<file path="config.mk">
export PLATFORM = sky130hd
export DESIGN_NAME = dnwd_civil
export DESIGN_NICKNAME = d
export VERILOG_FILES = /design/src/rtl/core/day_number_to_week_date_top_defines.svh /design/src/rtl/core/dnwd_pkg.sv /design/src/rtl/core/dnwd_civil.sv
export SDC_FILE = /design/constraint.sdc
export NUM_CORES = 2
export LEC_CHECK = 0
export BUFFER_PORTS_ARGS = -buffer_cell sky130_fd_sc_hd__buf_2
export CAP_MARGIN = 40
export CORE_MARGIN = 8
export CORE_UTILIZATION = 50
export DETAILED_ROUTE_END_ITERATION = 10
export GPL_TIMING_DRIVEN = 0
export PLACE_DENSITY = 0.74
export SETUP_SLACK_MARGIN = 0.5
export SYNTH_ARGS = -nofsm -noshare
export SYNTH_HDL_FRONTEND = slang
export SYNTH_SLANG_ARGS = --single-unit
</file>
<file path="constraint.sdc">
create_clock -name clk -period 20.4 [get_ports clk]
set_input_delay 2.04 -clock clk [delete_from_list [all_inputs] [get_ports clk]]
set_output_delay 2.04 -clock clk [all_outputs]
set_load 0.1 [all_outputs]
</file>
<file path="src/rtl/core/day_number_to_week_date_top_defines.svh">
// Assertion macros for the day number to week date block.
// Used by the top level; expects clk and arst_n in scope.
`ifndef DAY_NUMBER_TO_WEEK_DATE_TOP_DEFINES_SVH
`define DAY_NUMBER_TO_WEEK_DATE_TOP_DEFINES_SVH

// same-cycle implication, off during reset
`define DNWD_ASSERT_NOW(name, ante, cons, msg) \
	name: assert property (@(posedge clk) disable iff (!arst_n) (ante) |-> (cons)) \
		else $error(msg);

// next-cycle implication, off during reset
`define DNWD_ASSERT_NEXT(name, ante, cons, msg) \
	name: assert property (@(posedge clk) disable iff (!arst_n) (ante) |=> (cons)) \
		else $error(msg);

`endif

</file>
<file path="src/rtl/core/dnwd_pkg.sv">
// Package for the day number to week date block: widths, calendar constants,
// reciprocal constants for division by constants, and shared types. No dependencies.
package dnwd_pkg;

	localparam int DN_W    = 23;
	localparam int Z_W     = 22;
	localparam int YEAR_W  = 14;
	localparam int MONTH_W = 4;
	localparam int DAY_W   = 5;
	localparam int WEEK_W  = 6;
	localparam int YW_W    = 20;
	localparam int YD_W    = 9;
	localparam int ERA_W   = 5;
	localparam int DOE_W   = 18;
	localparam int YOE_W   = 9;

	localparam int LANES     = 2;
	localparam int LANE_DATE = 0;
	localparam int LANE_THU  = 1;

	localparam int DAY_MIN     = -719162;
	localparam int DAY_MAX     = 2932896;
	localparam int EPOCH_SHIFT = 719468;

	localparam int ERA_DAYS  = 146097;
	localparam int DAYS_4Y   = 1460;
	localparam int DAYS_100Y = 36524;
	localparam int YR_DAYS   = 365;

	// floor(x / d) == (x * M) >> K, exact for every x of the stated width
	localparam int D7_K = 25;
	localparam longint unsigned D7_M = ((64'd1 << D7_K) + 64'd6) / 64'd7;
	localparam int D7_MW = $clog2(D7_M + 64'd1);

	localparam int ERA_K = 40;
	localparam longint unsigned ERA_M = ((64'd1 << ERA_K) + 64'd146096) / 64'd146097;
	localparam int ERA_MW = $clog2(ERA_M + 64'd1);

	localparam int D4Y_K = 29;
	localparam longint unsigned D4Y_M = ((64'd1 << D4Y_K) + 64'd1459) / 64'd1460;
	localparam int D4Y_MW = $clog2(D4Y_M + 64'd1);

	localparam int D365_K = 27;
	localparam longint unsigned D365_M = ((64'd1 << D365_K) + 64'd364) / 64'd365;
	localparam int D365_MW = $clog2(D365_M + 64'd1);

	localparam int D153_K = 19;
	localparam longint unsigned D153_M = ((64'd1 << D153_K) + 64'd152) / 64'd153;
	localparam int D153_MW = $clog2(D153_M + 64'd1);

	localparam int WK7_K = 12;
	localparam longint unsigned WK7_M = ((64'd1 << WK7_K) + 64'd6) / 64'd7;
	localparam int WK7_MW = $clog2(WK7_M + 64'd1);

	typedef struct packed {
		logic signed [DN_W-1:0] day_number;
		logic                   is_missing;
	} day_t;

	typedef struct packed {
		logic                  result_missing;
		logic [YEAR_W-1:0]     calendar_year;
		logic [MONTH_W-1:0]    calendar_month;
		logic [DAY_W-1:0]      calendar_day;
		logic                  leap_flag;
		logic [WEEK_W-1:0]     iso_week;
		logic [YEAR_W-1:0]     iso_year;
		logic [YW_W-1:0]       iso_year_week;
		logic [WEEK_W-1:0]     us_week;
		logic [YW_W-1:0]       us_year_week;
	} date_t;

	typedef struct packed {
		logic vld;
		logic ok;
	} ctl_t;

	typedef struct packed {
		logic [YEAR_W-1:0]  year;
		logic [MONTH_W-1:0] month;
		logic [DAY_W-1:0]   day;
		logic               leap;
		logic [YD_W-1:0]    yday;
	} civ_t;

endpackage

</file>
<file path="src/rtl/core/dnwd_civil.sv">
// Civil date split: day count from 0000-03-01 to year, month, day, leap, day of year.
// Two lanes share the stage control; depends on dnwd_pkg.
module dnwd_civil
	import dnwd_pkg::*;
(
	input  logic           clk,
	input  logic           arst_n,
	input  logic           en,
	input  ctl_t           ctl_in,
	input  logic [Z_W-1:0] z_in [LANES],
	output ctl_t           ctl_out,
	output civ_t           civ [LANES]
);
	localparam int NST = 9;

	logic [NST-1:0] vld_s;
	logic [NST-1:0] ok_s;

	// days before the month in the March-based year
	function automatic logic [YD_W-1:0] month_off(input logic [3:0] mp);
		logic [YD_W-1:0] r;
		case (mp)
			4'd0:    r = YD_W'(0);
			4'd1:    r = YD_W'(31);
			4'd2:    r = YD_W'(61);
			4'd3:    r = YD_W'(92);
			4'd4:    r = YD_W'(122);
			4'd5:    r = YD_W'(153);
			4'd6:    r = YD_W'(184);
			4'd7:    r = YD_W'(214);
			4'd8:    r = YD_W'(245);
			4'd9:    r = YD_W'(275);
			4'd10:   r = YD_W'(306);
			4'd11:   r = YD_W'(337);
			default: r = YD_W'(0);
		endcase
		return r;
	endfunction

	always_ff @(posedge clk or negedge arst_n) begin
		if (!arst_n) begin
			vld_s <= '0;
		end else if (en) begin
			vld_s <= {vld_s[NST-2:0], ctl_in.vld};
		end
	end

	always_ff @(posedge clk) begin
		if (en) begin
			ok_s <= {ok_s[NST-2:0], ctl_in.ok};
		end
	end

	assign ctl_out.vld = vld_s[NST-1];
	assign ctl_out.ok  = ok_s[NST-1];

	for (genvar l = 0; l < LANES; l++) begin : g_lane
		localparam int EPW = Z_W + ERA_MW;
		localparam int APW = DOE_W + D4Y_MW;
		localparam int YPW = DOE_W + D365_MW;
		localparam int MPW = 11 + D153_MW;

		logic [EPW-1:0]     era_prod;
		logic [APW-1:0]     a_prod;
		logic [2:0]         cnt_b;
		logic [YPW-1:0]     yoe_prod;
		logic [1:0]         cent;
		logic [DOE_W-1:0]   yr_sub;
		logic [10:0]        mp_x;
		logic [MPW-1:0]     mp_prod;
		logic [YD_W-1:0]    dd;
		logic               jf;
		logic               cent_yr;
		logic               quad_yr;
		logic               leap;

		logic [Z_W-1:0]     z_s1;
		logic [ERA_W-1:0]   era_s1, era_s2, era_s3, era_s4, era_s5, era_s6, era_s7, era_s8;
		logic [DOE_W-1:0]   doe_s2, doe_s3, doe_s4, doe_s5;
		logic [6:0]         a_s3;
		logic [DOE_W-1:0]   n_s4;
		logic [YOE_W-1:0]   yoe_s5, yoe_s6, yoe_s7;
		logic [YD_W-1:0]    doy_s6, doy_s7, doy_s8;
		logic [3:0]         mp_s7;
		logic [DAY_W-1:0]   day_s8;
		logic [MONTH_W-1:0] mon_s8;
		logic               jf_s8;
		logic [YOE_W-1:0]   yp_s8;
		civ_t               civ_s9;

		assign era_prod = EPW'(z_in[l]) * EPW'(ERA_M);
		assign a_prod   = APW'(doe_s2) * APW'(D4Y_M);
		assign cnt_b    = {2'b00, doe_s3 >= DOE_W'(DAYS_100Y)}
		                + {2'b00, doe_s3 >= DOE_W'(2 * DAYS_100Y)}
		                + {2'b00, doe_s3 >= DOE_W'(3 * DAYS_100Y)}
		                + {2'b00, doe_s3 >= DOE_W'(ERA_DAYS - 1)};
		assign yoe_prod = YPW'(n_s4) * YPW'(D365_M);
		assign cent     = {1'b0, yoe_s5 >= YOE_W'(100)}
		                + {1'b0, yoe_s5 >= YOE_W'(200)}
		                + {1'b0, yoe_s5 >= YOE_W'(300)};
		assign yr_sub   = DOE_W'(yoe_s5) * DOE_W'(YR_DAYS)
		                + DOE_W'(yoe_s5 >> 2) - DOE_W'(cent);
		assign mp_x     = {doy_s6, 2'b00} + {2'b00, doy_s6} + 11'd2;
		assign mp_prod  = MPW'(mp_x) * MPW'(D153_M);
		assign dd       = doy_s7 - month_off(mp_s7) + YD_W'(1);
		assign jf       = (mp_s7 >= 4'd10);

		// leap test on the year within the era; an era is a multiple of 400 years
		assign cent_yr = (yp_s8 == YOE_W'(0)) || (yp_s8 == YOE_W'(100))
		              || (yp_s8 == YOE_W'(200)) || (yp_s8 == YOE_W'(300))
		              || (yp_s8 == YOE_W'(400));
		assign quad_yr = (yp_s8 == YOE_W'(0)) || (yp_s8 == YOE_W'(400));
		assign leap    = ((yp_s8[1:0] == 2'b00) && !cent_yr) || quad_yr;

		always_ff @(posedge clk) begin
			if (en) begin
				z_s1   <= z_in[l];
				era_s1 <= era_prod[ERA_K +: ERA_W];
				doe_s2 <= DOE_W'(z_s1 - Z_W'(era_s1) * Z_W'(ERA_DAYS));
				era_s2 <= era_s1;
				doe_s3 <= doe_s2;
				a_s3   <= a_prod[D4Y_K +: 7];
				era_s3 <= era_s2;
				n_s4   <= doe_s3 - DOE_W'(a_s3) + DOE_W'(cnt_b) - DOE_W'(doe_s3 >= DOE_W'(ERA_DAYS - 1));
				doe_s4 <= doe_s3;
				era_s4 <= era_s3;
				yoe_s5 <= yoe_prod[D365_K +: YOE_W];
				doe_s5 <= doe_s4;
				era_s5 <= era_s4;
				doy_s6 <= YD_W'(doe_s5 - yr_sub);
				yoe_s6 <= yoe_s5;
				era_s6 <= era_s5;
				mp_s7  <= mp_prod[D153_K +: 4];
				doy_s7 <= doy_s6;
				yoe_s7 <= yoe_s6;
				era_s7 <= era_s6;
				day_s8 <= dd[DAY_W-1:0];
				mon_s8 <= jf ? mp_s7 - 4'd9 : mp_s7 + 4'd3;
				jf_s8  <= jf;
				yp_s8  <= yoe_s7 + YOE_W'(jf);
				doy_s8 <= doy_s7;
				era_s8 <= era_s7;
				civ_s9.year  <= YEAR_W'(yp_s8) + YEAR_W'(era_s8) * YEAR_W'(400);
				civ_s9.month <= mon_s8;
				civ_s9.day   <= day_s8;
				civ_s9.leap  <= leap;
				civ_s9.yday  <= jf_s8 ? doy_s8 - YD_W'(305)
				                      : doy_s8 + YD_W'(60) + YD_W'(leap);
			end
		end

		assign civ[l] = civ_s9;
	end

endmodule

</file>
==> flow_metrics.tcl <==
set metrics [dict create \
    status "completed" \
    synth_xor_xnor_area_share_pct 3.326 \
    core_area_sq_um 135500 \
    r2r-start "g_lane[0].doy_s6[0]" \
    clock_latency_ns 0.63 \
    fin_crit_sh_pct 39.02 \
    fin_skew_ns 0.02274 \
    critical_path_required_ns 20.75 \
    ys_warn_count 0 \
    grt.total_usage_pct 18.22 \
    cp_slowest_stage_delay_ns 0.59 \
    dr.first_iter.drc_count 1805 \
    layout.nets 8596 \
    worst-path-buf-inv 4 \
    post-route-drc-count 0 \
    drt_wl_total_um 130000 \
    h-tree-depth 2 \
    worstPathArrival_ns 8.31 \
    critPathCapture "g_lane[0].era_s1[1]" \
    cts_resized 0 \
    avgSynthCellArea_sq_um 11.54 \
    vias_per_cell 5.154 \
    timing.fmax_mhz 125.6 \
    critPathKind "in2reg" \
    die_area_sq_um 148500 \
    rows 135 \
    drt-wirelength-per-cell_um 16.43 \
    grt_max_degree 129 \
    synth_edf_count 503 \
    synth_top_family_by_area "adder cells" \
    ant_nets 0 \
    r2r_cells 28 \
    cts_buffer_depth 3 \
    cts_buffers 55 \
    synth-simple-area-share_pct 3.972 \
    worstHoldPathType "reg2reg" \
    num_vias 40796 \
    maxSlewViolCount 0 \
    grt_pass1_vias 45447 \
    start_kind "input port" \
    root_buffer "clkbuf_16" \
    rsz0062_at_grt "no" \
    final.fill_count 11326 \
    r2r_setup_slack_ns 12.58 \
    place_congestion 0.8867 \
    crit_start "z_in[22]" \
    dpl.hpwl_um 108900 \
    netlist_instances 5909 \
    yosys.area_share.adder_pct 55.61 \
    cts.sinks 522 \
    cp_common_cell "fa_1" \
    async_flop_share_pct 1.724 \
    cp.depth 18 \
    syn-cell-area_sq_um 68200 \
    post_cts_buffers 0 \
    numPortBuffers 116 \
    ys_ff_latch 522 \
    drive_gt1_share_pct 4.175 \
    ioPinCount 117 \
    synth_compound_area_share_pct 5.203 \
    final_common_cell "inv_1" \
    grt_pass1_wl_um 222400 \
    grt_overflow 0 \
    slew_headroom_pct 43.46 \
    initial_core_util_pct 50.34 \
    cp-end-kind "flop" \
    finalSetupTns_ns 0 \
    syn-num-nets 8418 \
    antenna_found_initial 3 \
    cp_slowest_cell "fa_1" \
    path_cells "buf_2 > fa_1 > inv_1 > fa_1 > fa_1 > inv_1 > fa_1 > fa_1 > fa_1 > fa_1 > ha_1 > a2111oi_0 > buf_1 > o21ai_0 > o31ai_1 > nand3_1 > a221oi_1 > xnor2_1" \
    area_growth_pct 7.106 \
    mostFrequentLayoutCells "1563 x inv_1, 1508 x ha_1, 952 x fa_1, 503 x edfxtp_1, 180 x xnor2_1" \
    finalHoldViolations 0 \
    synth.distinct_cells 83 \
    fin_crit_ns 7.960 \
    clkSlewWorstSetupHoldPaths_ns 0.06 \
    dr_wl_met2_um 66480 \
    cpLargestDelayFamily "adder cells" \
    dr.pass1.iters 7 \
    cts_hold_buf 0 \
    worst_slew_pin_slew_ns 0.8481 \
    die_y_um 385.3 \
    ys.flop_type "edfxtp_1" \
    met1_length_um 55630 \
    synthMuxAreaShare_pct 0.4587 \
    drv_cap 0 \
    seq_area_frac_synth_pct 22.77 \
    wl_met3_um 4540 \
    cts_tree "built" \
    finalSetupViolCount 0 \
    cp_max_fo 8 \
    topRoutingLayerUsed "met5" \
    fp.dieW_um 385.3 \
]
[cell usage after synthesis, types with 9 or more instances]
cell type	n	area (sq um)
mux2_2	18	202.7
and2_1	14	87.58
or2_2	11	68.82
inv_1	1563	5867
or3_1	11	68.82
edfxtp_1	503	15100
dfxtp_1	10	200.2
dfrtp_1	9	225.2
o211ai_1	15	112.6
xnor2_1	180	1577
mux2i_1	11	110.1
o21bai_1	32	240.2
fa_1	952	19060
o21ai_0	86	430.4
nand3_1	51	255.2
o21a_1	26	195.2
nor4_1	9	56.30
and3_1	15	93.84
xor2_1	79	691.9
a211oi_1	22	165.2
a21oi_1	172	860.8
a31oi_1	10	62.56
nor3_1	44	220.2
a21boi_0	11	82.58
ha_1	1508	18870
nor2_1	136	510.5
nor2b_1	33	206.5
a21o_1	64	480.5
nand2_1	107	401.6
nand4_1	36	225.2
nand2b_1	20	125.1
[flip-flops by register name, indices dropped and copies added (netlist names), 14 cells and up, named ones only]
signal         flops
g_lane.yoe_s5     18
g_lane.z_s1       36
civ               66
g_lane.yoe_s7     18
g_lane.n_s4       36
g_lane.doy_s8     18
g_lane.doe_s5     18
g_lane.doe_s4     18
g_lane.doy_s6     18
g_lane.doy_s7     18
g_lane.a_s3       14
g_lane.yoe_s6     18
g_lane.yp_s8      18
g_lane.doe_s3     36
g_lane.doe_s2     36
[per-stage QoR]
step	hold WS, ns	utilization, %	cells	cell area, sq um	setup slack [ns]
4_1_cts	0.3870	53.91	7913	73040	12.43
3_5_place_dp	0.4045	52.51	7811	71130	11.78
6_report	0.3961	53.92	7916	73040	12.44
3_3_place_gp	0.4011	52.42	7806	71010	7.428
2_1_floorplan	0.4003	-	5909	68200	12.87
5_1_grt	0.3930	53.92	7914	73040	12.14
[cell families after synthesis]
kind of cell,count (synthesis)
xor gates and xnor gates,259
AOI/OAI and AO/OA,537
muxes,29
buffers and inverters,1570
and+or+nand+nor,532
adders and majority gates,2460
DFF,522
[final cells by class]
cell class                      instances  area (sq um)  share of cell area (%)
Antenna cell                            3         7.507                 0.01028
Sequential cell                       522         15530                   21.26
Buffer                                  7         35.03                 0.04796
Tap cell                             1781          2228                   3.051
Timing Repair Buffer                  121         704.4                  0.9644
Clock inverter                         30         424.2                  0.5807
Inverter                             1563          5867                   8.032
Clock buffer                           72          1481                   2.028
Multi-Input combinational cell       3817         46760                   64.02
[routing by layer]
layer	up-vias	track usage (%)
li1	19580	-
met1	20308	23.00
met2	700	33.46
met3	206	1.721
met4	2	4.679
met5	-	0
[worst min-delay path by stage]
stage,slack (ns),from,to,depth (start not counted)
global route,0.39,g_lane[0].era_s4[4],g_lane[0].era_s5[4],0
global placement,0.40,g_lane[1].yoe_s6[3],g_lane[1].yoe_s7[3],0
floorplan,0.40,g_lane[1].day_s8[0],civ[10],0
CTS,0.39,g_lane[0].era_s4[4],g_lane[0].era_s5[4],0
finish,0.40,g_lane[0].era_s4[4],g_lane[0].era_s5[4],0
detailed placement,0.40,g_lane[1].day_s8[0],civ[10],0
[worst reg2reg max path: cells and delay by family (launching register included)]
family,cells,cell delay [ns]
adder cells (fa/ha/maj),8,3.27
AO/OA/AOI/OAI,12,2.84
flip-flops,1,0.57
XOR/XNOR,2,0.38
AND/OR/NAND/NOR,3,0.34
multiplexers,1,0.17
buffers and inverters,2,0.13
Power is not shown: default switching activity piles up to over one toggle a cycle in this logic, so the estimate is an artifact.
