==> config.mk <==
export PLATFORM = sky130hd
export DESIGN_NAME = dnwd_week
export DESIGN_NICKNAME = d
export VERILOG_FILES = /design/src/rtl/core/day_number_to_week_date_top_defines.svh /design/src/rtl/core/dnwd_pkg.sv /design/src/rtl/core/dnwd_week.sv
export SDC_FILE = /design/constraint.sdc
export NUM_CORES = 1
export LEC_CHECK = 0
export CAP_MARGIN = 15
export CORE_ASPECT_RATIO = 0.7
export CORE_MARGIN = 2
export CORE_UTILIZATION = 60
export DETAILED_ROUTE_END_ITERATION = 8
export DONT_BUFFER_PORTS = 1
export GPL_TIMING_DRIVEN = 0
export PLACE_DENSITY = 0.75
export SLEW_MARGIN = 0
export SYNTH_ARGS = -nofsm -noshare
export SYNTH_HDL_FRONTEND = slang
export SYNTH_SLANG_ARGS = --single-unit
export TNS_END_PERCENT = 100
==> constraint.sdc <==
create_clock -name clk -period 6.85 [get_ports clk]
set_input_delay 1.37 -clock clk [delete_from_list [all_inputs] [get_ports clk]]
set_output_delay 1.37 -clock clk [all_outputs]
set_load 0.02 [all_outputs]
==> src/rtl/core/day_number_to_week_date_top_defines.svh <==
// Assertion macros for the day number to week date block.
// Used by the top level; expects clk and arst_n in scope.
`ifndef DAY_NUMBER_TO_WEEK_DATE_TOP_DEFINES_SVH
`define DAY_NUMBER_TO_WEEK_DATE_TOP_DEFINES_SVH

// same-cycle implication, off during reset
`define DNWD_ASSERT_NOW(name, ante, cons, msg) \
	name: assert property (@(posedge clk) disable iff (!arst_n) (ante) |-> (cons)) \
		else $error(msg);

// next-cycle implication, off during reset
`define DNWD_ASSERT_NEXT(name, ante, cons, msg) \
	name: assert property (@(posedge clk) disable iff (!arst_n) (ante) |=> (cons)) \
		else $error(msg);

`endif

==> src/rtl/core/dnwd_pkg.sv <==
// Package for the day number to week date block: widths, calendar constants,
// reciprocal constants for division by constants, and shared types. No dependencies.
package dnwd_pkg;

	localparam int DN_W    = 23;
	localparam int Z_W     = 22;
	localparam int YEAR_W  = 14;
	localparam int MONTH_W = 4;
	localparam int DAY_W   = 5;
	localparam int WEEK_W  = 6;
	localparam int YW_W    = 20;
	localparam int YD_W    = 9;
	localparam int ERA_W   = 5;
	localparam int DOE_W   = 18;
	localparam int YOE_W   = 9;

	localparam int LANES     = 2;
	localparam int LANE_DATE = 0;
	localparam int LANE_THU  = 1;

	localparam int DAY_MIN     = -719162;
	localparam int DAY_MAX     = 2932896;
	localparam int EPOCH_SHIFT = 719468;

	localparam int ERA_DAYS  = 146097;
	localparam int DAYS_4Y   = 1460;
	localparam int DAYS_100Y = 36524;
	localparam int YR_DAYS   = 365;

	// floor(x / d) == (x * M) >> K, exact for every x of the stated width
	localparam int D7_K = 25;
	localparam longint unsigned D7_M = ((64'd1 << D7_K) + 64'd6) / 64'd7;
	localparam int D7_MW = $clog2(D7_M + 64'd1);

	localparam int ERA_K = 40;
	localparam longint unsigned ERA_M = ((64'd1 << ERA_K) + 64'd146096) / 64'd146097;
	localparam int ERA_MW = $clog2(ERA_M + 64'd1);

	localparam int D4Y_K = 29;
	localparam longint unsigned D4Y_M = ((64'd1 << D4Y_K) + 64'd1459) / 64'd1460;
	localparam int D4Y_MW = $clog2(D4Y_M + 64'd1);

	localparam int D365_K = 27;
	localparam longint unsigned D365_M = ((64'd1 << D365_K) + 64'd364) / 64'd365;
	localparam int D365_MW = $clog2(D365_M + 64'd1);

	localparam int D153_K = 19;
	localparam longint unsigned D153_M = ((64'd1 << D153_K) + 64'd152) / 64'd153;
	localparam int D153_MW = $clog2(D153_M + 64'd1);

	localparam int WK7_K = 12;
	localparam longint unsigned WK7_M = ((64'd1 << WK7_K) + 64'd6) / 64'd7;
	localparam int WK7_MW = $clog2(WK7_M + 64'd1);

	typedef struct packed {
		logic signed [DN_W-1:0] day_number;
		logic                   is_missing;
	} day_t;

	typedef struct packed {
		logic                  result_missing;
		logic [YEAR_W-1:0]     calendar_year;
		logic [MONTH_W-1:0]    calendar_month;
		logic [DAY_W-1:0]      calendar_day;
		logic                  leap_flag;
		logic [WEEK_W-1:0]     iso_week;
		logic [YEAR_W-1:0]     iso_year;
		logic [YW_W-1:0]       iso_year_week;
		logic [WEEK_W-1:0]     us_week;
		logic [YW_W-1:0]       us_year_week;
	} date_t;

	typedef struct packed {
		logic vld;
		logic ok;
	} ctl_t;

	typedef struct packed {
		logic [YEAR_W-1:0]  year;
		logic [MONTH_W-1:0] month;
		logic [DAY_W-1:0]   day;
		logic               leap;
		logic [YD_W-1:0]    yday;
	} civ_t;

endpackage

==> src/rtl/core/dnwd_week.sv <==
// Week stage: ISO and US week numbers, year*100+week codes, missing-value zeroing.
// Depends on dnwd_pkg; the final add feeds the output buffer.
module dnwd_week
	import dnwd_pkg::*;
(
	input  logic  clk,
	input  logic  arst_n,
	input  logic  en,
	input  ctl_t  ctl_in,
	input  civ_t  civ_in [LANES],
	output logic  vld,
	output date_t date
);
	localparam int WPW = YD_W + WK7_MW;

	logic              vld_s1;
	logic              ok_s1;
	civ_t              dt_s1;
	logic [YEAR_W-1:0] ty_s1;
	logic [WEEK_W-1:0] iw_s1, uw_s1;
	logic [YW_W-1:0]   y100_s1, ty100_s1;

	// (yday - 1) / 7 + 1
	function automatic logic [WEEK_W-1:0] week_of(input logic [YD_W-1:0] yd);
		logic [WPW-1:0] prod;
		prod = WPW'(yd - YD_W'(1)) * WPW'(WK7_M);
		return prod[WK7_K +: WEEK_W] + WEEK_W'(1);
	endfunction

	always_ff @(posedge clk or negedge arst_n) begin
		if (!arst_n) begin
			vld_s1 <= 1'b0;
		end else if (en) begin
			vld_s1 <= ctl_in.vld;
		end
	end

	always_ff @(posedge clk) begin
		if (en) begin
			ok_s1    <= ctl_in.ok;
			dt_s1    <= civ_in[LANE_DATE];
			ty_s1    <= civ_in[LANE_THU].year;
			iw_s1    <= week_of(civ_in[LANE_THU].yday);
			uw_s1    <= week_of(civ_in[LANE_DATE].yday);
			y100_s1  <= YW_W'(civ_in[LANE_DATE].year) * YW_W'(100);
			ty100_s1 <= YW_W'(civ_in[LANE_THU].year) * YW_W'(100);
		end
	end

	always_comb begin
		date = '0;
		date.result_missing = 1'b1;
		if (ok_s1) begin
			date.result_missing = 1'b0;
			date.calendar_year  = dt_s1.year;
			date.calendar_month = dt_s1.month;
			date.calendar_day   = dt_s1.day;
			date.leap_flag      = dt_s1.leap;
			date.iso_week       = iw_s1;
			date.iso_year       = ty_s1;
			date.iso_year_week  = ty100_s1 + YW_W'(iw_s1);
			date.us_week        = uw_s1;
			date.us_year_week   = y100_s1 + YW_W'(uw_s1);
		end
	end

	assign vld = vld_s1;

endmodule

==> flow_metrics.py, run 1 <==
metrics = {
    "drt": {
        "ant_nets": 0,
        "firstDrtPassIters": 4,
        "drt_wl_total_um": 17200,
        "drtIter0Drc": 251,
        "drc": 0,
        "via_per_inst": 5.30,
        "routedWlPerCell_um": 15.1,
        "vias": 6063,
    },
    "floorplanning": {
        "io_pins": 163,
        "start_util_pct": 61.6,
        "num_rows": 37,
        "coreArea_um2": 14800,
        "die_w_um": 151,
        "dieArea_um2": 16200,
        "die_y_um": 107,
    },
    "power_and_ir_drop": {
        "power_uw": 2690,
        "p_sw_share_pct": 40.5,
        "p_clk_share_pct": 19.1,
        "p_switching_uw": 1090,
        "pwr-share-comb_pct": 50.8,
        "power_leakage_uw": 0.00461,
        "power_density_nw_per_um2": 278,
        "vdd_drop_max_mv": 0.154,
        "p_seq_share_pct": 30.1,
        "p_int_uw": 1600,
    },
    "logic_synthesis": {
        "yosysMostFrequentCell": "ha_1",
        "synth.distinct_cells": 51,
        "netlist.area_leader.share_pct": 26.7,
        "netlist_area_um2": 9100,
        "synth_ff_type": "edfxtp_1",
        "synth.area.top_cells": "edfxtp_1 27%, ha_1 25%, fa_1 8.8%",
        "synth.net_count": 1226,
        "synth_enable_flop_cells": 81,
        "synthArstFlopShare_pct": 1.22,
        "synth.cells.most_frequent": "181 x ha_1, 174 x inv_1, 81 x edfxtp_1",
        "synth_warnings": 0,
        "avgSynthCellArea_um2": 9.75,
        "yosysTopAreaCell": "edfxtp_1",
        "syn_inst": 934,
        "ys_seq_elements": 82,
        "yosysSeqAreaShare_pct": 27.0,
    },
    "cts": {
        "cts_setup_buffers": 0,
        "ctsResizeCount": 0,
        "htreeDepth": 3,
        "insertion_delay_ns": 0.34,
        "cts_max_path_buffers": 2,
        "cts_hold_buf": 0,
        "numCtsBuffers": 9,
        "cts-root-buf": "clkbuf_16",
        "cts.sinks": 82,
        "clkTransAtPathRegs_ns": 0.06,
        "cts_tree": "done",
    },
    "finish": {
        "diodes": 0,
        "drive_above_1_share_pct": 3.79,
        "syn2layout_area_growth_pct": 6.18,
        "fillCellCount": 1213,
        "final_nets": 1237,
    },
    "sta": {
        "report.final.slew_viol_count": 0,
        "fin_setup_tns_ns": 0,
        "finalClockSkew_ns": 0,
        "grt_setup_unrepaired": "false",
        "post-route-min-period_ns": 6.29,
        "worstMarginPinSlew_ns": 0.766,
        "max_slew_margin_pct": 48.5,
        "hold_violations": 0,
        "setup_viol": 0,
        "fin_crit_sh_pct": 91.8,
        "max_freq_ghz": 0.159,
    },
    "flow_run": {
        "cap_violations": 0,
    },
    "grt": {
        "grt_max_degree": 83,
        "grt_overflow": 0,
        "grt_usage_pct": 22.4,
        "grt_pass1_wl_um": 28300,
        "antenna_found_initial": 0,
        "grt_pass1_vias": 5897,
    },
    "worst_setup_path": {
        "cpPeakStageDelay_ns": 0.54,
        "start_kind": "input pin",
        "critical_path_arrival_ns": 6.36,
        "critical_path_required_ns": 6.93,
        "endpoint_kind": "flip-flop",
        "crit_top_cell": "ha_1",
        "crit_chain": "nor4_1, nand2_1, nor3_2, ha_1, ha_1, inv_1, fa_1, fa_1, inv_1, ha_1, o21a_1, a211o_1, o21a_1, o41ai_4, mux2i_1, mux2i_1, nand4_1, xnor2_1",
        "slowest_stage": "fa_1",
        "worstSetupPathType": "input pin to flip-flop",
        "critPathMaxFanout": 6,
    },
    "worst_hold_path": {
        "hp-class": "flip-flop to flip-flop",
    },
    "place": {
        "port_buffers": 0,
        "dp_hpwl_um": 14100,
        "place_congestion": 0.789,
    },
    "run_status": {
        "status": "complete, no violations",
    },
}
==> cell usage in the layout (no fill, tap or decap), drive strengths merged, types with 4 or more instances in the layout <==
cell type,n
ha,181
inv,175
edfxtp,81
nor2,67
xnor2,66
and2,58
fa,40
xor2,36
nand2,31
nor3,29
clkbuf,23
a21oi,21
nand3,16
o21ai,15
a21o,13
nor2b,10
o21a,6
or3,6
o31ai,6
a211oi,6
o21bai,5
buf,5
nand4,4
a31o,4
and3,4
==> critical path, delay by kind of cell <==
family | cells | cell delay (ns)
compound gates | 4 | 1.02
xor+xnor | 1 | 0.17
fa+ha+maj | 5 | 1.94
simple gates | 4 | 1.12
buf+inv | 2 | 0.11
mux | 2 | 0.62
==> metal layers <==
layer  up-vias  part of all wire, %  GRT usage (%)
met5         -                    0              0
met4         0                 0.56           3.81
met3         6                  4.7           4.81
met2       103                   46           36.5
met1      2807                   49           31.2
li1       3147                    -              -
==> stage by stage <==
stage / cells / area (um2) / utilization, % / setup WS [ns] / hold WS [ns]
after floorplan: 934 / 9100 / - / 0.625 / 0.636
after global placement: 1129 / 9350 / 63.3 / 0.136 / 0.652
after detailed placement: 1129 / 9350 / 63.3 / -0.0319 / 0.673
after CTS: 1145 / 9660 / 65.4 / 0.322 / 0.688
after global routing: 1145 / 9670 / 65.5 / 0.229 / 0.689
final: 1145 / 9670 / 65.5 / 0.562 / 0.678
==> power groups by stage <==
stage | clock [uW] | combinational, uW | sequential, uW
CTS | 520 | 1380 | 809
global route | 541 | 1570 | 824
finish | 513 | 1370 | 809
floorplan | 0 | 1140 | 793
global placement | 0 | 1330 | 816
detailed placement | 0 | 1370 | 820
==> path summary, 6_finish.rpt <==
path | from | to | slack (ns) | cells after the start
max in group asynchronous | arst_n | vld$_DFFE_PN0P_ | 6.07 | 0
hold reg to reg | vld$_DFFE_PN0P_ | vld$_DFFE_PN0P_ | 0.68 | 1
setup / recovery | civ_in[5] | iw_s1[5]$_DFFE_PP_ | 0.56 | 18
setup reg to reg | vld$_DFFE_PN0P_ | vld$_DFFE_PN0P_ | 5.99 | 1
hold / removal | vld$_DFFE_PN0P_ | vld$_DFFE_PN0P_ | 0.68 | 1
min in group asynchronous | arst_n | vld$_DFFE_PN0P_ | 0.71 | 0
==> state kept, by name, indices dropped and copies added, names as in the netlist <==
| signal | count |
|---|---|
| uw_s1 | 6 |
| y100_s1 | 15 |
| ty100_s1 | 15 |
| ty_s1 | 14 |
| vld | 1 |
| ok_s1 | 1 |
| iw_s1 | 6 |
| dt_s1 | 24 |
==> area by class of cell <==
cell class,count,area [um2],share of cell area [%]
clock buffers,11,253,2.61
clock inverters,5,61.3,0.634
flip-flops and latches,82,2460,25.4
plain buffers,17,78.8,0.815
multi-input cells,661,5920,61.2
inverters,174,653,6.76
well taps,195,244,2.52
==> cells by family (layout without fill, tap and decap cells) <==
kind of cell	after synthesis	after routing	synth area share (%)
simple gates	239	239	13.3
fa+ha+maj	221	221	33.7
buf+inv	191	207	8.04
xor+xnor	102	102	9.81
compound gates	94	94	7.56
flops	82	82	27.0
mux	5	5	0.591
(Power assumes the default switching activity.)
==> run 2, diff against run 1 <==
ABC_AREA = 1   (was not set)
==> run 2 against run 1 <==
Against the previous run: via count grew 30%; utilization grew 0.15 points; largest power group unchanged; sequential share of layout area shrank 2.7 points; register-to-register slack is essentially flat; clock-buffer cell count grew 2; first-iteration DRC count grew 69%; cell area grew 12%.
==> flow_metrics.py, run 2 <==
metrics = {
    "worst_setup_path": {
        "worst-r2r-setup-slack_ns": 6.00,
        "crit_top_cell": "ha_1",
        "crit_chain": "inv_2, ha_1, nand3_1, or3_1, nor3_1, xor2_1, ha_1, ha_1, inv_1, fa_1, inv_1, fa_1, ha_1, nand2_2, inv_1, a21oi_1, nand3_1, nand2_1, ha_1, inv_1, nor2_1, nand2_1, xor2_1",
        "setup.worst_path.end": "iw_s1[4]$_DFFE_PP_",
        "startpoint": "civ_in[0]",
        "cp_num_buf_inv": 5,
        "cpPeakStageDelay_ns": 0.49,
        "slowest_stage": "fa_1",
        "cp.depth": 23,
        "critical_path_arrival_ns": 6.04,
        "rr_endpoint": "vld$_DFFE_PN0P_",
        "worstReg2RegStart": "vld$_DFFE_PN0P_",
        "rr_worst_depth": 1,
        "critPathMaxFanout": 6,
        "critical_path_required_ns": 6.93,
        "crit_family": "adder cells",
        "endpoint_kind": "flip-flop",
        "start_kind": "input pin",
        "worstSetupPathType": "input pin to flip-flop",
    },
    "place": {
        "place_congestion": 0.882,
        "port_buffers": 0,
        "dp_hpwl_um": 17700,
        "dp_slack_ns": 0.576,
    },
    "cts": {
        "numCtsBuffers": 9,
        "clkTransAtPathRegs_ns": 0.06,
        "insertion_delay_ns": 0.33,
        "cts.sinks": 82,
        "cts_setup_buffers": 0,
        "cts_hold_buf": 0,
        "htreeDepth": 3,
        "cts_tree": "done",
        "ctsResizeCount": 0,
        "cts_max_path_buffers": 2,
        "cts-root-buf": "clkbuf_16",
    },
    "drt": {
        "routedWlPerCell_um": 13.7,
        "vias": 7897,
        "via_per_inst": 5.19,
        "drc": 0,
        "firstDrtPassIters": 6,
        "ant_nets": 0,
        "drt_wl_total_um": 20900,
        "drtIter0Drc": 423,
    },
    "finish": {
        "fin_util_pct": 65.6,
        "diodes": 0,
        "final_cell_mix": "308 x inv_1, 251 x nand2_1, 181 x ha_1",
        "drive_above_1_share_pct": 8.24,
        "final_common_cell": "inv_1",
        "regMostFlops": "dt_s1",
        "syn2layout_area_growth_pct": 5.73,
        "final_nets": 1585,
        "largest_reg_flops": 24,
        "fillCellCount": 1461,
        "largestRegisters": "dt_s1: 24 flops, ty100_s1: 15 flops, y100_s1: 15 flops",
    },
    "floorplanning": {
        "dieArea_um2": 18100,
        "die_w_um": 160,
        "num_rows": 39,
        "start_util_pct": 62.0,
        "die_y_um": 113,
        "coreArea_um2": 16500,
        "io_pins": 163,
    },
    "logic_synthesis": {
        "synth_ff_type": "edfxtp_1",
        "synthArstFlopShare_pct": 1.22,
        "yosysMostFrequentCell": "inv_1",
        "synth.distinct_cells": 45,
        "netlist.area_leader.share_pct": 23.8,
        "synth.net_count": 1574,
        "avgSynthCellArea_um2": 7.98,
        "synth.area.top_cells": "edfxtp_1 24%, ha_1 22%, inv_1 11%",
        "synth_warnings": 0,
        "synth_enable_flop_cells": 81,
        "syn_inst": 1282,
        "yosysSeqAreaShare_pct": 24.0,
        "yosysTopAreaCell": "edfxtp_1",
        "synth.cells.most_frequent": "308 x inv_1, 251 x nand2_1, 181 x ha_1",
        "netlist_area_um2": 10200,
        "ys_seq_elements": 82,
    },
    "power_and_ir_drop": {
        "power_density_nw_per_um2": 272,
        "power_leakage_uw": 0.00605,
        "vdd_drop_max_mv": 0.209,
    },
    "run_status": {
        "status": "complete, no violations",
    },
    "sta": {
        "fin_setup_tns_ns": 0,
        "post-route-min-period_ns": 5.95,
        "worstMarginPinSlew_ns": 0.852,
        "fin_crit_sh_pct": 86.9,
        "finalClockSkew_ns": 0,
        "setup_viol": 0,
        "grt_setup_unrepaired": "false",
        "hold_violations": 0,
        "setup_ws_ns": 0.895,
        "max_freq_ghz": 0.168,
        "max_slew_margin_pct": 42.8,
        "report.final.slew_viol_count": 0,
    },
    "worst_hold_path": {
        "hp-class": "flip-flop to flip-flop",
    },
    "grt": {
        "grt_usage_pct": 24.0,
        "grt_max_degree": 83,
        "grt_pass1_wl_um": 35000,
        "grt_overflow": 0,
        "grt_pass1_vias": 7576,
        "antenna_found_initial": 0,
    },
    "flow_run": {
        "cap_violations": 0,
    },
}
==> run 2: changes by cell type after synthesis, moves of 31 or more <==
cell	delta
and2_1	-55
nand3_1	+38
nand2_2	+31
nand2_1	+220
inv_1	+134
xnor2_1	-54
a21oi_1	+34
==> run 2: routing by layer <==
metal / wire length, um / up-vias / share of wire, % / GRT usage [%]
met1: 10200 / 3604 / 49 / 33.2
met3: 1450 / 15 / 6.9 / 5.94
met2: 9080 / 203 / 43 / 38.7
met5: 0 / - / 0 / 0
met4: 195 / 0 / 0.93 / 4.74
li1: - / 4075 / - / -
==> run 2: cells by family (layout without fill, tap and decap cells) <==
logic type,Yosys count,count (layout),share of synthesized area (%)
compound gates,96,96,5.26
xor+xnor,59,59,5.05
buf+inv,333,349,12.4
fa+ha+maj,221,221,30.0
flops,82,82,24.0
simple gates,490,490,23.3
mux,1,1,0.110
==> run 2: power breakdown <==
part	total [uW]	switching, uW	leakage [uW]	internal (uW)
Combinational	1620	1070	0.00510	552
Clock	508	189	0.000148	319
Sequential	812	87.0	0.000804	725
==> run 2: worst min-delay path by stage <==
stage / slack, ns / end / cells past startpoint / startpoint
floorplan: 0.64 / vld$_DFFE_PN0P_ / 1 / vld$_DFFE_PN0P_
global placement: 0.65 / vld$_DFFE_PN0P_ / 1 / vld$_DFFE_PN0P_
detailed placement: 0.66 / vld$_DFFE_PN0P_ / 1 / vld$_DFFE_PN0P_
CTS: 0.67 / vld$_DFFE_PN0P_ / 1 / vld$_DFFE_PN0P_
global route: 0.70 / vld$_DFFE_PN0P_ / 0 / arst_n
finish: 0.66 / vld$_DFFE_PN0P_ / 1 / vld$_DFFE_PN0P_
==> run 2: cell type report <==
cell class / instances / area (um2) / area share (%)
plain buffers: 13 / 63.8 / 0.590
multi-input cells: 867 / 6510 / 60.2
inverters: 320 / 1200 / 11.1
flip-flops and latches: 82 / 2460 / 22.7
well taps: 225 / 282 / 2.60
clock inverters: 3 / 65.1 / 0.601
clock buffers: 13 / 240 / 2.22
==> run 2: per-stage QoR <==
stage,total power [uW],cells,instance area (um2),hold WS (ns)
after floorplan,2120,1282,10200,0.636
after global placement,2390,1507,10500,0.653
after detailed placement,2430,1507,10500,0.658
after CTS,2950,1523,10800,0.671
after global routing,3220,1523,10800,0.697
final,2940,1523,10800,0.663
