==> src/rtl/core/day_number_to_week_date_top_defines.svh <==
// Assertion macros for the day number to week date block.
// Used by the top level; expects clk and arst_n in scope.
`ifndef DAY_NUMBER_TO_WEEK_DATE_TOP_DEFINES_SVH
`define DAY_NUMBER_TO_WEEK_DATE_TOP_DEFINES_SVH

// same-cycle implication, off during reset
`define DNWD_ASSERT_NOW(name, ante, cons, msg) \
	name: assert property (@(posedge clk) disable iff (!arst_n) (ante) |-> (cons)) \
		else $error(msg);

// next-cycle implication, off during reset
`define DNWD_ASSERT_NEXT(name, ante, cons, msg) \
	name: assert property (@(posedge clk) disable iff (!arst_n) (ante) |=> (cons)) \
		else $error(msg);

`endif

==> src/rtl/core/dnwd_pkg.sv <==
// Package for the day number to week date block: widths, calendar constants,
// reciprocal constants for division by constants, and shared types. No dependencies.
package dnwd_pkg;

	localparam int DN_W    = 23;
	localparam int Z_W     = 22;
	localparam int YEAR_W  = 14;
	localparam int MONTH_W = 4;
	localparam int DAY_W   = 5;
	localparam int WEEK_W  = 6;
	localparam int YW_W    = 20;
	localparam int YD_W    = 9;
	localparam int ERA_W   = 5;
	localparam int DOE_W   = 18;
	localparam int YOE_W   = 9;

	localparam int LANES     = 2;
	localparam int LANE_DATE = 0;
	localparam int LANE_THU  = 1;

	localparam int DAY_MIN     = -719162;
	localparam int DAY_MAX     = 2932896;
	localparam int EPOCH_SHIFT = 719468;

	localparam int ERA_DAYS  = 146097;
	localparam int DAYS_4Y   = 1460;
	localparam int DAYS_100Y = 36524;
	localparam int YR_DAYS   = 365;

	// floor(x / d) == (x * M) >> K, exact for every x of the stated width
	localparam int D7_K = 25;
	localparam longint unsigned D7_M = ((64'd1 << D7_K) + 64'd6) / 64'd7;
	localparam int D7_MW = $clog2(D7_M + 64'd1);

	localparam int ERA_K = 40;
	localparam longint unsigned ERA_M = ((64'd1 << ERA_K) + 64'd146096) / 64'd146097;
	localparam int ERA_MW = $clog2(ERA_M + 64'd1);

	localparam int D4Y_K = 29;
	localparam longint unsigned D4Y_M = ((64'd1 << D4Y_K) + 64'd1459) / 64'd1460;
	localparam int D4Y_MW = $clog2(D4Y_M + 64'd1);

	localparam int D365_K = 27;
	localparam longint unsigned D365_M = ((64'd1 << D365_K) + 64'd364) / 64'd365;
	localparam int D365_MW = $clog2(D365_M + 64'd1);

	localparam int D153_K = 19;
	localparam longint unsigned D153_M = ((64'd1 << D153_K) + 64'd152) / 64'd153;
	localparam int D153_MW = $clog2(D153_M + 64'd1);

	localparam int WK7_K = 12;
	localparam longint unsigned WK7_M = ((64'd1 << WK7_K) + 64'd6) / 64'd7;
	localparam int WK7_MW = $clog2(WK7_M + 64'd1);

	typedef struct packed {
		logic signed [DN_W-1:0] day_number;
		logic                   is_missing;
	} day_t;

	typedef struct packed {
		logic                  result_missing;
		logic [YEAR_W-1:0]     calendar_year;
		logic [MONTH_W-1:0]    calendar_month;
		logic [DAY_W-1:0]      calendar_day;
		logic                  leap_flag;
		logic [WEEK_W-1:0]     iso_week;
		logic [YEAR_W-1:0]     iso_year;
		logic [YW_W-1:0]       iso_year_week;
		logic [WEEK_W-1:0]     us_week;
		logic [YW_W-1:0]       us_year_week;
	} date_t;

	typedef struct packed {
		logic vld;
		logic ok;
	} ctl_t;

	typedef struct packed {
		logic [YEAR_W-1:0]  year;
		logic [MONTH_W-1:0] month;
		logic [DAY_W-1:0]   day;
		logic               leap;
		logic [YD_W-1:0]    yday;
	} civ_t;

endpackage

==> src/rtl/core/dnwd_front.sv <==
// Front stages: range check, epoch shift, weekday, Thursday of the same week.
// Depends on dnwd_pkg.
module dnwd_front
	import dnwd_pkg::*;
(
	input  logic           clk,
	input  logic           arst_n,
	input  logic           en,
	input  logic           in_vld,
	input  day_t           day,
	output ctl_t           ctl,
	output logic [Z_W-1:0] z [LANES]
);
	localparam int PW   = Z_W + D7_MW;
	localparam int Q7_W = Z_W - 2;

	logic signed [DN_W:0] dn_x;
	logic signed [DN_W:0] z_x;
	logic                 in_rng;
	logic [Z_W-1:0]       w1;
	logic [PW-1:0]        q7_prod;
	logic [Z_W-1:0]       w2;
	logic [Z_W-1:0]       r7;
	logic [2:0]           wd;
	logic [2:0]           mon;

	logic             vld_s1, vld_s2, vld_s3;
	logic             ok_s1, ok_s2, ok_s3;
	logic [Z_W-1:0]   z_s1, z_s2, z_s3;
	logic [Q7_W-1:0]  q7_s2;
	logic [Z_W-1:0]   zt_s3;

	assign dn_x   = (DN_W+1)'(day.day_number);
	assign in_rng = (dn_x >= (DN_W+1)'(DAY_MIN)) && (dn_x <= (DN_W+1)'(DAY_MAX));
	assign z_x    = dn_x + (DN_W+1)'(EPOCH_SHIFT);

	assign w1      = z_s1 + Z_W'(3);
	assign q7_prod = PW'(w1) * PW'(D7_M);

	// remainder of (z + 3) mod 7: 0 is Sunday
	assign w2  = z_s2 + Z_W'(3);
	assign r7  = w2 - Z_W'({q7_s2, 3'b000}) + Z_W'(q7_s2);
	assign wd  = r7[2:0];
	assign mon = (wd == 3'd0) ? 3'd6 : wd - 3'd1;

	always_ff @(posedge clk or negedge arst_n) begin
		if (!arst_n) begin
			vld_s1 <= 1'b0;
			vld_s2 <= 1'b0;
			vld_s3 <= 1'b0;
		end else if (en) begin
			vld_s1 <= in_vld;
			vld_s2 <= vld_s1;
			vld_s3 <= vld_s2;
		end
	end

	always_ff @(posedge clk) begin
		if (en) begin
			ok_s1 <= !day.is_missing && in_rng;
			z_s1  <= z_x[Z_W-1:0];
			ok_s2 <= ok_s1;
			z_s2  <= z_s1;
			q7_s2 <= q7_prod[D7_K +: Q7_W];
			ok_s3 <= ok_s2;
			z_s3  <= z_s2;
			zt_s3 <= w2 - Z_W'(mon);
		end
	end

	assign ctl.vld        = vld_s3;
	assign ctl.ok         = ok_s3;
	assign z[LANE_DATE]   = z_s3;
	assign z[LANE_THU]    = zt_s3;

endmodule

==> config.mk <==
export PLATFORM = sky130hd
export DESIGN_NAME = dnwd_front
export DESIGN_NICKNAME = d
export VERILOG_FILES = /design/src/rtl/core/day_number_to_week_date_top_defines.svh /design/src/rtl/core/dnwd_pkg.sv /design/src/rtl/core/dnwd_front.sv
export SDC_FILE = /design/constraint.sdc
export NUM_CORES = 1
export LEC_CHECK = 0
export ABC_AREA = 1
export BUFFER_PORTS_ARGS = -buffer_cell sky130_fd_sc_hd__buf_2
export CAP_MARGIN = 20
export CORE_ASPECT_RATIO = 0.7
export CORE_UTILIZATION = 40
export DETAILED_ROUTE_END_ITERATION = 16
export PLACE_DENSITY = 0.59
export SLEW_MARGIN = 10
export SYNTH_ARGS = -nofsm -noshare
export SYNTH_HDL_FRONTEND = slang
export SYNTH_SLANG_ARGS = --single-unit
==> constraint.sdc <==
create_clock -name clk -period 13.45 [get_ports clk]
set_input_delay 2.69 -clock clk [delete_from_list [all_inputs] [get_ports clk]]
set_output_delay 2.69 -clock clk [all_outputs]
set_load 0.05 [all_outputs]
==> impl_metrics.ini, run 1 <==
[clock_network]
cts.sink_count = 97
cts.path.max_buffers = 2
cts_tree = done
cts_made_buffers = 9
postCtsSetupRepairBufs = 0
h-tree-depth = 3
clk_pin_slew_ps = 80
root_buffer = clkbuf_16
ctsHoldBuffers = 0
clock_latency_ps = 350
post_cts_resized = 0

[global_route]
groute.usage.overall_pct = 17.3
top_usage_layer = met1
grt_pass1_vias = 6320
grtUsageMet2_pct = 21.3
grt_overflow = 0
antenna_found_initial = 0
grt_max_degree = 66
globalRouteMet3Util_pct = 3.02
grt_pass1_wl_microns = 33700
use_met1_pct = 30.4

[min_path]
min_path_type = flop to flop

[route]
drt-total-wl_microns = 21100
drcViolationCount = 0
dr.pass1.iters = 5
viasPerCell = 4.76
postRouteAntennaNets = 0
post_drt_wl_per_cell_microns = 14.4
drtIter0Drc = 445
num_vias = 6981

[setup_path]
arrival_ps = 6720
critPathKind = flop to flop
endpoint_kind = flop
cp.required_ps = 13560
cp_max_fo = 5
start_kind = flop

[timing]
finalMaxSlewViolations = 0
hold_violations = 0
skew_ps = 8.11
rsz0062_at_grt = false
worst_pin_slew_ps = 787
relSlewSlack_pct = 47.6
fin_setup_tns_ps = 0
fin_crit_sh_pct = 49.2
min_period_ps = 6610
setup_violations = 0
fmax_ghz = 0.151

[die]
fp-row-count = 47
ioPinCount = 74
start_util_pct = 41.0
core_area_sq_um = 23800
die-area_sq_um = 25000
dieWidth_microns = 189
fp.dieH_microns = 133

[run]
drv_cap = 0

[synth]
syn_avg_cell_area_sq_um = 9.17
syn_inst = 1063
yosys_register_bits = 97
syn_nets = 1295
syn_area_sq_um = 9750
synth_cell_types = 39
ys_seq_area_share_pct = 29.7
yosys_warnings = 0

[placed_design]
gp_congestion = 0.908
dp_hpwl_microns = 18200
portBuffers = 73

[finish]
nets = 1376
final_layout_size_suffix_gt1_share_pct = 12.9
antenna_cells = 0
layout_commonest_cell = inv_1
areaGrowthSynthToFinish_pct = 10.8
mostFrequentLayoutCells = 235 x inv_1, 173 x nand2_1, 124 x ha_1

[run_status]
status = finished clean
[worst paths after layout]
kind,end,cells past startpoint,start,slack (ps)
setup / recovery,q7_s2[1],24,z_s1[0],6840
hold / removal,ok_s2,0,ok_s1,420
setup reg to reg,q7_s2[1],24,z_s1[0],6840
hold reg to reg,ok_s2,0,ok_s1,420
max in group asynchronous,vld_s2,1,arst_n,11230
min in group asynchronous,vld_s1,1,arst_n,2110
[worst max-delay path, stage by stage (launching register included)]
cell      delay, ps
edfxtp_1        360
inv_1           110
ha_1            260
nor3_2          310
nand3_2         160
nor2_2          140
nand2_1         130
nor3_1          190
xor2_1          390
ha_1            340
inv_1            90
fa_1            420
fa_1            520
fa_1            520
fa_1            540
inv_1            50
fa_1            470
ha_1            280
nand2_1         110
inv_1           110
nand3_1         140
nor4_1          290
o21ai_0         240
nand4_1         120
nand2_1          60
[cell type report]
type,instances,area (sq um)
multi-input combinational,721,5920
clock buffer,9,225
sequential,97,2900
tap,318,398
fill,2336,13000
timing repair buffer,74,375
clock inverter,7,80.1
inverter,241,905
[sequential cells by signal (all words and copies together) (netlist names)]
name	flops
z_s1	22
z_s2	22
z_s3	22
zt_s3	22
q7_s2	3
ok_s1	1
ok_s2	1
ok_s3	1
vld_s1	1
vld_s2	1
vld_s3	1
[per-layer routing]
metal	share of wire, %	wire (microns)	vias up
li1	-	-	3540
met2	36	7530	189
met4	0.74	155	0
met3	6.2	1310	14
met5	0	0	-
met1	57	12100	3238
[kinds of logic after synthesis]
kind of cell	count (synthesis)	share of synthesized area, %
flops	97	29.7
fa+ha+maj	204	32.3
simple gates	395	19.0
compound gates	52	3.09
buf+inv	245	9.51
mux	1	0.116
xor+xnor	69	6.20
[per-stage QoR]
step | cells | setup slack (ps) | area (sq um) | hold WS (ps) | util (%)
global route | 1467 | 6400 | 10800 | 442 | 45.5
global placement | 1451 | 7050 | 10500 | 406 | 44.2
CTS | 1467 | 6860 | 10800 | 426 | 45.5
detailed placement | 1451 | 6870 | 10500 | 407 | 44.2
floorplan | 1063 | 7550 | 9750 | 400 | -
finish | 1467 | 6840 | 10800 | 424 | 45.5
[cell usage after synthesis, drive strengths merged]
cell / count / area, sq um
buf: 2 / 15.0
a31oi: 2 / 12.5
a211oi: 2 / 15.0
edfxtp: 94 / 2820
nor4: 5 / 31.3
nand4: 23 / 144
inv: 241 / 905
nand2: 193 / 779
o21bai: 6 / 48.8
xor2: 45 / 394
or2: 4 / 25.0
a21oi: 24 / 124
nand2b: 1 / 6.26
o311ai: 1 / 8.76
a21o: 3 / 22.5
and2: 1 / 6.26
xnor2: 24 / 210
o21ai: 14 / 70.1
fa: 80 / 1600
nand3b: 5 / 37.5
nor2: 95 / 444
nor3: 16 / 96.4
dfrtp: 3 / 75.1
mux2: 1 / 11.3
nand3: 51 / 275
ha: 124 / 1550
nor3b: 1 / 7.51
clkbuf: 2 / 7.51
Power of run 1 is not shown: default switching activity piles up to over one toggle a cycle in this logic, so the estimate is an artifact.
==> run 2: changes to the inputs <==
Settings changed: PLACE_DENSITY 0.59 to 0.61.
Clock period 13.45 ns to 5.6 ns, I/O delays scaled along.
==> impl_metrics.ini, run 2 (same netlist as run 1, synthesis figures left out) <==
[timing]
setup_violations = 3
worst_pin_slew_ps = 833
skew_ps = 12.8
holdWs_ps = 424
relSlewSlack_pct = 44.5
rsz0062_at_grt = true
hold_violations = 0
fmax_ghz = 0.167
finalMaxSlewViolations = 0
min_period_ps = 5980
fin_ws_ps = -381
fin_crit_sh_pct = 107

[setup_path]
reg2reg_to = q7_s2[1]
timing.rr.start = z_s1[1]
r2r_setup_slack_ps = -380
reg2regPathDepth = 22
start_kind = flop
critPathLaunch = z_s1[1]
endpoint_kind = flop
cp_max_fo = 3
max_stage_delay_ps = 600
arrival_ps = 6090
slowest_stage = fa_1
cp.required_ps = 5710
cp_common_cell = fa_1
cp_cell_sequence = inv_2 > ha_4 > nor3_4 > nand3_2 > nor2_4 > xor2_1 > ha_1 > inv_1 > fa_1 > fa_1 > inv_2 > fa_1 > inv_2 > fa_1 > inv_2 > fa_1 > ha_4 > nand4_1 > o21ai_0 > nand2_1 > nand4_1 > nand2_1
critPathKind = flop to flop

[die]
core_area_sq_um = 23800
fp-row-count = 47
die-area_sq_um = 25000
start_util_pct = 41.0
ioPinCount = 74
dieWidth_microns = 189
fp.dieH_microns = 133

[placed_design]
post-place-ws_ps = -416
gp_congestion = 0.903
placed_area_sq_um = 11300
dp_hpwl_microns = 19100
portBuffers = 73

[clock_network]
clk_pin_slew_ps = 80
root_buffer = clkbuf_16
clock_latency_ps = 360
cts.path.max_buffers = 2
cts.sink_count = 97
cts_tree = done
h-tree-depth = 3
cts_made_buffers = 9

[finish]
fillers = 2219
final_layout_size_suffix_gt1_share_pct = 25.3
mostFrequentLayoutCells = 220 x inv_1, 165 x nand2_1, 113 x ha_1
layout_commonest_cell = inv_1
fin_area_sq_um = 12000
nets = 1483
areaGrowthSynthToFinish_pct = 23.1

[min_path]
min_path_cells = 0
hp-start = ok_s1
min_to = ok_s2
min_path_type = flop to flop

[route]
viasPerCell = 4.74
post_drt_wl_per_cell_microns = 14.4
drtIter0Drc = 448
postRouteAntennaNets = 0
drcViolationCount = 0
drt-total-wl_microns = 22600
num_vias = 7461
dr.pass1.iters = 5

[global_route]
grt_pass1_vias = 6961
grt_overflow = 0
antenna_found_initial = 1
globalRouteMet3Util_pct = 3.66
grtUsageMet2_pct = 24.3
top_usage_layer = met1
groute.usage.overall_pct = 18.6
use_met1_pct = 31.5
grt_pass1_wl_microns = 36500
grt_max_degree = 68

[run]
drv_cap = 0

[run_status]
violations = negative setup slack
status = complete, but fails checks
==> run 2: cell types whose count changed in the layout (fill, tap and decap cells not counted), sizes merged <==
cell / change
clkinv: -2
diode: +1
clkinvlp: -1
inv: +1
bufinv: +2
buf: +107
==> run 2: how the worst max path moves through the flow <==
stage / slack [ps] / cells past startpoint / end
3_3_place_gp: -320 / 25 / q7_s2[1]
4_1_cts: -320 / 28 / q7_s2[0]
3_5_place_dp: -420 / 29 / q7_s2[1]
2_1_floorplan: -110 / 27 / q7_s2[1]
5_1_grt: -610 / 29 / q7_s2[1]
6_report: -380 / 22 / q7_s2[1]
==> run 2: cell type report <==
class	instances	area, sq um	share of cell area, %
tap	318	398	3.32
clock buffer	9	225	1.88
clock inverter	7	106	0.887
antenna	1	2.50	0.0209
inverter	241	905	7.54
sequential	97	2900	24.2
multi-input combinational	721	6280	52.3
timing repair buffer	181	1180	9.86
==> run 2: critical path, delay by kind of cell, from the launching register on <==
family	cells	cell delay, ps
xor+xnor	1	280
simple gates	7	980
flops	1	370
fa+ha+maj	8	3390
buf+inv	5	380
compound gates	1	330
==> run 2: what timing repair did <==
item,CTS,global route
gates resized for setup,18,50
buffers inserted,8,6
pin swaps,15,36
hold buffers,0,0
endpoints found under the setup margin,3,3
==> run 2: metal layers <==
metal / routed length [microns] / part of all wire [%] / vias to the layer above
li1: - / - / 3762
met1: 12500 / 55 / 3531
met2: 8770 / 39 / 162
met3: 1330 / 5.9 / 6
met4: 55 / 0.24 / 0
met5: 0 / 0 / -
==> run 2: through the flow <==
stage	std cells	util, %	setup TNS (ps)
after global placement	1544	47.4	-862
after CTS	1568	49.4	-848
after detailed placement	1544	47.4	-1130
final	1575	50.5	-1060
after global routing	1574	50.5	-1810
after floorplan	1063	-	-222
Power of run 2 is left out for the same reason.
==> run 3: changes to the inputs <==
Settings changed: ABC_AREA 1 to not set.
==> impl_metrics.ini, run 3 <==
[die]
fp-row-count = 45
core_area_sq_um = 21800
dieWidth_microns = 181
die-area_sq_um = 23000
start_util_pct = 41.1
ioPinCount = 74
fp.dieH_microns = 127

[finish]
mostFrequentLayoutCells = 155 x inv_1, 117 x ha_1, 94 x edfxtp_1
areaGrowthSynthToFinish_pct = 20.8
regArea_sq_um = 2900
multi_input_area_sq_um = 5630
nets = 1186
final_layout_size_suffix_gt1_share_pct = 23.9
fillers = 1977
antenna_cells = 0
layout_commonest_cell = inv_1

[global_route]
antenna_found_initial = 0
grt_pass1_wl_microns = 30800
groute.usage.overall_pct = 17.2
grt_pass1_vias = 5905
grt_max_degree = 66
grt_overflow = 0

[setup_path]
slowest_stage = fa_1
cp_max_fo = 3
critPathKind = flop to flop
start_kind = flop
endpoint_kind = flop
arrival_ps = 6190
cp_common_cell = fa_1
max_stage_delay_ps = 500
cp_cell_sequence = and4_1 > and3_4 > and3_4 > and3_4 > nand2_4 > xnor2_4 > ha_1 > ha_1 > inv_1 > fa_1 > inv_1 > fa_1 > fa_1 > inv_1 > fa_1 > inv_1 > fa_1 > ha_4 > nand4_1 > a2111o_1 > a32oi_2 > o21bai_4 > a21oi_2 > xnor2_1
cp.required_ps = 5700

[clock_network]
cts_tree = done
cts.sink_count = 97
h-tree-depth = 3
clock_latency_ps = 350
root_buffer = clkbuf_16
cts.path.max_buffers = 2
ctsHoldBuffers = 0
cts_made_buffers = 9
clk_pin_slew_ps = 80

[synth]
syn_inst = 796
yosys.area.top_type = edfxtp_1
synth_xor_area_share_pct = 8.91
syn_avg_cell_area_sq_um = 11.2
ys_seq_area_share_pct = 32.4
synth_compound_area_share_pct = 5.26
synth_edf_count = 94
synthTopCellsByArea = edfxtp_1 32%, fa_1 18%, ha_1 17%, xnor2_1 6.6%, inv_1 6.5%
syn_nets = 1028
synth.most_common_cell = inv_1
synth_top_area_share_pct = 31.5
synthTopCellsByCount = 156 x inv_1, 124 x ha_1, 94 x edfxtp_1, 80 x fa_1, 67 x xnor2_1
synth_top_family_by_area = adder cells
synthArstFlopShare_pct = 3.09
syn_area_sq_um = 8950
yosys_warnings = 0
synth-simple-area-share_pct = 10.3
synthFlopType = edfxtp_1
muxShareOfSynthArea_pct = 0.503
yosys_register_bits = 97
synth_cell_types = 64
synth-adder-area-share_pct = 35.2

[run_status]
status = complete, but fails checks
violations = negative setup slack

[timing]
min_period_ps = 6100
fmax_ghz = 0.164
worst_pin_slew_ps = 1010
hold_violations = 0
rsz0062_at_grt = true
fin_ws_ps = -495
skew_ps = 10.1
fin_crit_sh_pct = 109
relSlewSlack_pct = 32.2
fin_setup_tns_ps = -1340
setup_violations = 3
finalMaxSlewViolations = 0

[route]
post_drt_wl_per_cell_microns = 15.1
drcViolationCount = 0
drtIter0Drc = 336
drt-total-wl_microns = 18800
num_vias = 5993
viasPerCell = 4.83
dr.pass1.iters = 5
postRouteAntennaNets = 0

[placed_design]
portBuffers = 73
dp_hpwl_microns = 15800
gp_congestion = 0.836

[run]
drv_cap = 0

[min_path]
min_path_type = flop to flop
[run 3: layout make-up]
type / instances / area share, %
Multi-Input combinational cell: 529 / 52.1
Sequential cell: 97 / 26.8
Timing Repair Buffer: 161 / 9.55
Inverter: 156 / 5.42
Tap cell: 282 / 3.26
Clock buffer: 9 / 2.08
Clock inverter: 7 / 0.799
[run 3: kinds of logic (layout without fill, tap and decap cells)]
kind of cell             Yosys count  in the layout
multiplexers                       4              4
XOR/XNOR                          91             91
adder cells (fa/ha/maj)          204            204
flip-flops                        97             97
AND/OR/NAND/NOR                  160            160
buffers and inverters            170            333
AO/OA/AOI/OAI                     70             70
[run 3: metrics by stage]
step | cell area, sq um | setup slack (ps) | hold WS (ps) | utilization, % | std cells
final | 10800 | -495 | 425 | 49.6 | 1241
after detailed placement | 10300 | -553 | 417 | 47.4 | 1217
after CTS | 10800 | -458 | 429 | 49.4 | 1239
after global routing | 10800 | -729 | 437 | 49.6 | 1241
after floorplan | 9090 | -316 | 400 | - | 796
after global placement | 10300 | -468 | 405 | 47.4 | 1217
[run 3: routing by layer]
layer,share of wire [%],vias up,wire (microns),global-route usage (%)
met4,0.39,0,74,3.02
li1,-,3002,-,-
met1,56,2900,10400,27.1
met2,40,86,7540,23.9
met3,3.9,5,742,3.82
met5,0,-,0,0
[run 3: worst paths after layout]
path / slack [ps] / startpoint / end / cells after the start
min: 420 / ok_s1 / ok_s2 / 0
min reg2reg: 420 / ok_s1 / ok_s2 / 0
max reg2reg: -500 / z_s1[10] / q7_s2[1] / 24
max in group asynchronous: 4940 / arst_n / vld_s3 / 1
min in group asynchronous: 550 / arst_n / vld_s1 / 1
max: -500 / z_s1[10] / q7_s2[1] / 24
[run 3: worst max-delay path: cells and delay by family (launching register included)]
family                   cells  cell delay, ps
AO/OA/AOI/OAI                4             770
XOR/XNOR                     2             260
adder cells (fa/ha/maj)      8            3290
buffers and inverters        4             200
flip-flops                   1             360
AND/OR/NAND/NOR              6             970
[run 3: repair_timing]
| item | CTS | global route |
|---|---|---|
| pin swaps | 15 | 8 |
| cloned | 0 | 0 |
| buffers inserted | 6 | 2 |
| hold endpoints to repair | 0 | 0 |
| gates resized for setup | 12 | 2 |
| endpoints found under the setup margin | 3 | 3 |
Power of run 3 is left out for the same reason.
